<file path="src/rtl/raf_pkg.sv">
`timescale 1ns / 1ps

package raf_pkg;

    // Atlas geometry and table sizes.
    localparam int ATLAS_WIDTH     = 1024;
    localparam int ATLAS_HEIGHT    = 1024;
    localparam int GRID_STEP       = 16;
    localparam int NUM_ATLASES     = 4;
    localparam int SLOTS_PER_ATLAS = 64;

    localparam int ATLAS_BITS = $clog2(NUM_ATLASES);
    localparam int SLOT_BITS  = $clog2(SLOTS_PER_ATLAS);
    localparam int ENTRY_BITS = ATLAS_BITS + SLOT_BITS;
    localparam int TOTAL_SLOTS = NUM_ATLASES * SLOTS_PER_ATLAS;
    localparam int POS_BITS   = 10;
    localparam int SIZE_BITS  = 11;
    localparam int SUM_BITS   = 13;
    localparam int RECT_BITS  = 2 * POS_BITS + 2 * SIZE_BITS;

    // Command codes.
    localparam logic CMD_ALLOC = 1'b0;
    localparam logic CMD_FREE  = 1'b1;

    // Status codes.
    localparam logic [1:0] ST_DONE  = 2'd0;
    localparam logic [1:0] ST_FAIL  = 2'd1;
    localparam logic [1:0] ST_EMPTY = 2'd2;

    // Commands from the controller to the datapath.
    typedef struct packed {
        logic load;
        logic do_free;
        logic start_atlas;
        logic scan_issue;
        logic next_corner;
        logic next_atlas;
        logic place;
        logic open_atlas;
        logic fail;
    } ctrl_cmd_t;

    // Status from the datapath to the controller.
    typedef struct packed {
        logic is_free;
        logic atl_in_range;
        logic can_open;
        logic iss_done;
        logic hit;
        logic free_found;
        logic scan_over;
        logic out_free;
    } dp_status_t;

endpackage

</file>
<file path="src/rtl/raf_ctrl.sv">
`timescale 1ns / 1ps

module raf_ctrl (
    input  logic                clk,
    input  logic                rst_n,
    input  logic                in_valid,
    output logic                in_stall,
    input  raf_pkg::dp_status_t stat,
    output raf_pkg::ctrl_cmd_t  cmd
);

    localparam logic [2:0] S_IDLE = 3'd0;
    localparam logic [2:0] S_FREE = 3'd1;
    localparam logic [2:0] S_ATL  = 3'd2;
    localparam logic [2:0] S_SCAN = 3'd3;
    localparam logic [2:0] S_EVAL = 3'd4;

    logic [2:0] state_reg;
    logic [2:0] state_next;

    assign in_stall = (state_reg != S_IDLE);

    // Sequencing of one request.
    always_comb
    begin
        state_next = state_reg;
        cmd        = '0;
        case (state_reg)
            S_IDLE:
            begin
                if (in_valid)
                begin
                    cmd.load   = 1'b1;
                    state_next = S_ATL;
                end
            end
            S_ATL:
            begin
                if (stat.is_free)
                begin
                    state_next = S_FREE;
                end
                else if (stat.atl_in_range)
                begin
                    cmd.start_atlas = 1'b1;
                    state_next      = S_SCAN;
                end
                else if (stat.out_free)
                begin
                    cmd.open_atlas = stat.can_open;
                    cmd.fail       = !stat.can_open;
                    state_next     = S_IDLE;
                end
            end
            S_FREE:
            begin
                if (stat.out_free)
                begin
                    cmd.do_free = 1'b1;
                    state_next  = S_IDLE;
                end
            end
            S_SCAN:
            begin
                if (stat.iss_done)
                begin
                    state_next = S_EVAL;
                end
                else
                begin
                    cmd.scan_issue = 1'b1;
                end
            end
            S_EVAL:
            begin
                if (!stat.free_found || (stat.hit && stat.scan_over))
                begin
                    cmd.next_atlas = 1'b1;
                    state_next     = S_ATL;
                end
                else if (stat.hit)
                begin
                    cmd.next_corner = 1'b1;
                    state_next      = S_SCAN;
                end
                else if (stat.out_free)
                begin
                    cmd.place  = 1'b1;
                    state_next = S_IDLE;
                end
            end
            default:
            begin
                state_next = S_IDLE;
            end
        endcase
    end

    always_ff @(posedge clk or negedge rst_n)
    begin
        if (!rst_n)
        begin
            state_reg <= S_IDLE;
        end
        else
        begin
            state_reg <= state_next;
        end
    end

    // The scan only runs between a request beat and its result.
    a_scan_busy: assert property (@(posedge clk) disable iff (!rst_n)
        (state_reg == S_SCAN) |-> in_stall)
        else $error("scan while accepting");
    a_place_eval: assert property (@(posedge clk) disable iff (!rst_n)
        cmd.place |-> (state_reg == S_EVAL) && stat.free_found && !stat.hit)
        else $error("place without free corner and slot");
    a_one_result: assert property (@(posedge clk) disable iff (!rst_n)
        $countones({cmd.place, cmd.open_atlas, cmd.fail, cmd.do_free}) <= 1)
        else $error("two results in one cycle");

endmodule

</file>
<file path="config.mk">
export PLATFORM = sky130hd
export DESIGN_NAME = raf_ctrl
export DESIGN_NICKNAME = d
export VERILOG_FILES = /design/src/rtl/raf_pkg.sv /design/src/rtl/raf_ctrl.sv
export SDC_FILE = /design/constraint.sdc
export NUM_CORES = 1
export LEC_CHECK = 0
export BUFFER_PORTS_ARGS = -buffer_cell sky130_fd_sc_hd__buf_4
export CELL_PAD_IN_SITES_DETAIL_PLACEMENT = 0
export CELL_PAD_IN_SITES_GLOBAL_PLACEMENT = 1
export CORE_AREA = 2 2 39 41
export CTS_BUF_LIST = sky130_fd_sc_hd__clkbuf_4
export DETAILED_ROUTE_END_ITERATION = 6
export DIE_AREA = 0 0 41 43
export PLACE_DENSITY_LB_ADDON = 0.1
export SLEW_MARGIN = 20
export SYNTH_ARGS = -nofsm -noshare
export SYNTH_HDL_FRONTEND = slang
export SYNTH_SLANG_ARGS = --single-unit
</file>
<file path="constraint.sdc">
create_clock -name clk -period 1.38 [get_ports clk]
set_input_delay 0.414 -clock clk [delete_from_list [all_inputs] [get_ports clk]]
set_output_delay 0.414 -clock clk [all_outputs]
set_load 0.005 [all_outputs]
</file>
# [Word-level counts from Yosys, hierarchy flattened]
# Index checks and enable logic that the tools add are counted.
[totals] input_bits=11 out_inout_bits=10 word_cells=41 register_bits=3
[op_classes] n_mux=27 reduce_logical=7 eq_ne=6
[op_table] operator="two-way mux 3 bit" count=8
[op_table] operator="case mux 3 bit (5 select lines)" count=1
[op_table] operator="two-way mux 1 bit" count=14
[op_table] operator="two-way mux 2 bit" count=4
[op_table] operator="equality test 3 x 2 -> 1 bit, second input constant" count=2
[op_table] operator="inequality test 2 bit, second input constant" count=2
[op_table] operator="equality test 3 x 1 -> 1 bit, second input constant" count=1
[op_table] operator="equality test 3 bit, second input constant" count=1
[op_table] operator="logical NOT 3 bit" count=1
[op_table] operator="nonzero test 3 bit" count=1
[op_table] operator="logical NOT 1 bit" count=2
[op_table] operator="AND reduction 2 bit" count=1
[op_table] operator="logical AND 1 bit" count=1
[op_table] operator="logical OR 1 bit" count=1

# [Depth between registers and ports, before layout]
[depth] ltp_word=5 mapped_depth=4 depth_no_buf=3

# [Worst setup path before layout]
# No wires, ideal clock.
[synth_timing] path_kind="reg2out" start="register state_reg[0]" end="output port cmd[0] (netlist bit)" path_buffers=1 stages_incl_launch_ff=4 t_required_ns=0.966 t_arrival_ns=1.067 slack_ns=-0.101 path_cell_list="dfrtp_1 > buf_4 > nor4b_4 > nor3b_1"
[synth_lines] item="start, declared" line="raf_ctrl.sv:18" text="logic [2:0] state_reg;"
[synth_lines] item="start signal, assigned" line="raf_ctrl.sv:107" text="state_reg <= state_next;"
[synth_lines] item="end, declared" line="raf_ctrl.sv:9" text="output raf_pkg::ctrl_cmd_t cmd"

# [Final worst setup path]
[layout_timing] start="register state_reg[0]" end="output port in_stall"
[layout_via] elab_chain_cells=1
[layout_lines] item="nonzero test 3 bit" line="raf_ctrl.sv:21" text="assign in_stall = (state_reg != S_IDLE);"
[layout_lines] item="end, declared" line="raf_ctrl.sv:7" text="output logic in_stall,"
# Every way passes these cells.

==> flow_summary_export.csv <==
group,metric,value,unit
timing,rsz0062_at_grt,"true",
timing,fin_skew,0.00709,ns
route,viasPerCell,4.75,
timing,tns,-3.05,ns
setup_path,worstPathArrival,1.32,ns
layout,fin_area,742,um^2
setup_path,cpPeakStageDelay,0.48,ns
setup_path,reg2reg_depth,4,
global_routing,grt_pass1_wl,1.81,mm
yosys,synth_flop_cell,"dfrtp_1",
yosys,ys_ff_latch,3,
layout,layout.nets,93,
setup_path,required,0.97,ns
floorplan,die_y,43,um
layout,largest_reg_flops,3,
yosys,synth_seq_area_share,21.5,%
yosys,synthTopCellsByArea,"dfrtp_1 22%, nor4b_4 6.8%, buf_6 6.5%, nor2_1 4.3%, a211oi_2 3.6%",
placed_design,io_buffers,20,
global_routing,grt_pass1_vias,460,
layout,fill_cells,130,
yosys,synth_fp_nets,49,
floorplan,dieArea,1760,um^2
yosys,synthArstFlopShare,100,%
placed_design,dp_hpwl,894,um
pwr,p_leak,0.357,nW
timing,whs,0.415,ns
layout,area_delta_synth_final,113,%
clock_tree,clk_pin_slew_worst_paths,0.03,ns
yosys,synth_edf_count,0,
pwr,power_density,1670,nW/um^2
route,drt-total-wl,1.19,mm
placed_design,place_area,599,um^2
yosys,syn_area,349,um^2
pwr,irDropWorstVdd,0.625,mV
placed_design,post-place-cells,85,
timing,max_freq,0.578,GHz
timing,setup_viol,12,
timing,fin_ws,-0.351,ns
setup_path,path_cells,"or3_2 > buf_4",
global_routing,grt.overflow.total,0,
yosys,yosysTopAreaCellShare,21.5,%
route,drtAntennaViolNets,0,
clock_tree,clk_latency,0.24,ns
route,wl_per_cell,12.3,um
floorplan,core,1380,um^2
hold_path,holdPathStages,2,
yosys,synth_top_area_cell,"dfrtp_1",
setup_path,endpoint_kind,"primary output",
clock_tree,cts-root-buf,"clkbuf_4",
clock_tree,cts.htree.levels,1,
timing,fin_crit_sh,125,%
route,firstDrtPassIters,4,
route,num_vias,461,
yosys,netlist-cell-type-count,29,
floorplan,core.rowCount,14,
hold_path,min_path_type,"in2reg",
setup_path,regToRegSetupSlack,-0.11,ns
yosys,synth_warnings,0,
timing,fin_crit,1.73,ns
timing,worst_pin_slew,0.336,ns
floorplan,die_w,41,um
outcome,run_status,"complete, but fails checks",
clock_tree,cts_buffer_depth,2,
layout,diodes,0,
clock_tree,numCtsBuffers,3,
global_routing,antenna_found_initial,0,
run,cap_viol_max_count,0,
timing,drv_slew,0,
route,drt_iter0_markers,8,
global_routing,grt_start_max_net_pins,7,
yosys,syn_inst,38,
clock_tree,cts_tree,"yes",
yosys,synth_common_cells,"4 x nor2_1, 3 x dfrtp_1, 3 x nand2_1, 2 x buf_6, 2 x nand2b_1",
setup_path,crit_path_max_fanout,6,
global_routing,grt_usage,14.6,%
floorplan,io_pins,21,
route,drc,0,
timing,slew-limit-headroom,77.4,%
layout,drive_gt1_share,76.5,%
clock_tree,cts.sinks,3,
layout,final_cells,97,
setup_path,worst-setup-path-type,"reg2out",
pwr,fin_total_pwr,1.24,mW
setup_path,slowest_stage,"or3_2",
floorplan,initial_core_util,25.2,%
yosys,syn_area_per_cell,9.19,um^2
outcome,violations,"setup timing",
yosys,yosysMostFrequentCell,"nor2_1",
timing,final-hold-violation-count,0,
placed_design,place_congestion,0.700,
setup_path,cp-start-kind,"register",
==> cell usage in the layout, fill, tap and decap left out, drive strengths merged <==
master,n
a211o,1
a211oi,1
a21boi,1
a21oi,1
a22oi,1
and2,1
and3,1
and4b,1
and4bb,1
buf,41
clkbuf,4
dfrtp,3
dlygate4sd3,1
inv,1
nand2,3
nand2b,2
nand3b,2
nand4b,1
nor2,4
nor3,1
nor3b,1
nor4b,2
o21ai,1
o2bb2ai,1
o32ai,1
or2b,1
or3,1
or4,1
==> final cells by class <==
cell class	instances	area (um^2)	share of cell area (%)
sequential	3	78.8	10.6
inverter	1	3.75	0.506
multi-input combinational	31	280	37.8
tap	16	20.0	2.70
clock buffer	4	30.0	4.05
timing repair buffer	42	329	44.4
==> what timing repair did <==
| action | in CTS | in global routing |
|---|---|---|
| endpoints found under the setup margin | 12 | 13 |
| cloned | 0 | 0 |
| hold endpoints to repair | 3 | 0 |
| pin swaps | 3 | 5 |
| resized for setup | 10 | 4 |
| hold buffers | 1 | 0 |
| setup buffers | 3 | 6 |
==> worst paths after layout <==
path / from / endpoint
max in group asynchronous: rst_n / state_reg[1]
hold reg to reg: state_reg[1] / state_reg[2]
min in group asynchronous: rst_n / state_reg[2]
hold / removal: stat[4] / state_reg[1]
setup / recovery: state_reg[0] / in_stall
setup reg to reg: state_reg[0] / state_reg[1]
==> logic make-up (layout without fill, tap and decap cells) <==
| kind of cell | count (synthesis) | after routing | synth area share, % |
|---|---|---|---|
| DFF | 3 | 3 | 21.5 |
| and+or+nand+nor | 23 | 23 | 49.5 |
| buffers and inverters | 4 | 47 | 9.68 |
| AOI/OAI and AO/OA | 8 | 8 | 19.4 |
==> per-layer routing <==
| metal | global-route usage [%] | share of wire (%) |
|---|---|---|
| met1 | 18.3 | 41 |
| met5 | 0 | 0 |
| met4 | 4.00 | 0 |
| met3 | 3.14 | 5.0 |
| met2 | 24.1 | 54 |
==> worst max-delay path, delay by kind of cell, from the launching register on <==
family	cells	cell delay, ns
flip-flops	1	0.45
AND/OR/NAND/NOR	1	0.48
buffers and inverters	1	0.15
==> metrics by stage <==
step	utilization, %	setup slack, ns
floorplan	-	-0.0150
global placement	43.3	-0.199
detailed placement	43.3	-0.236
CTS	50.5	-0.383
global route	53.6	-0.430
finish	53.6	-0.351
==> report_power, final <==
part           switching (mW)  total (mW)  internal [mW]
registers              0.0743       0.208          0.134
clock network          0.0467       0.175          0.128
logic                   0.322       0.858          0.536
No activity file was read; power rests on OpenSTA's default activity.
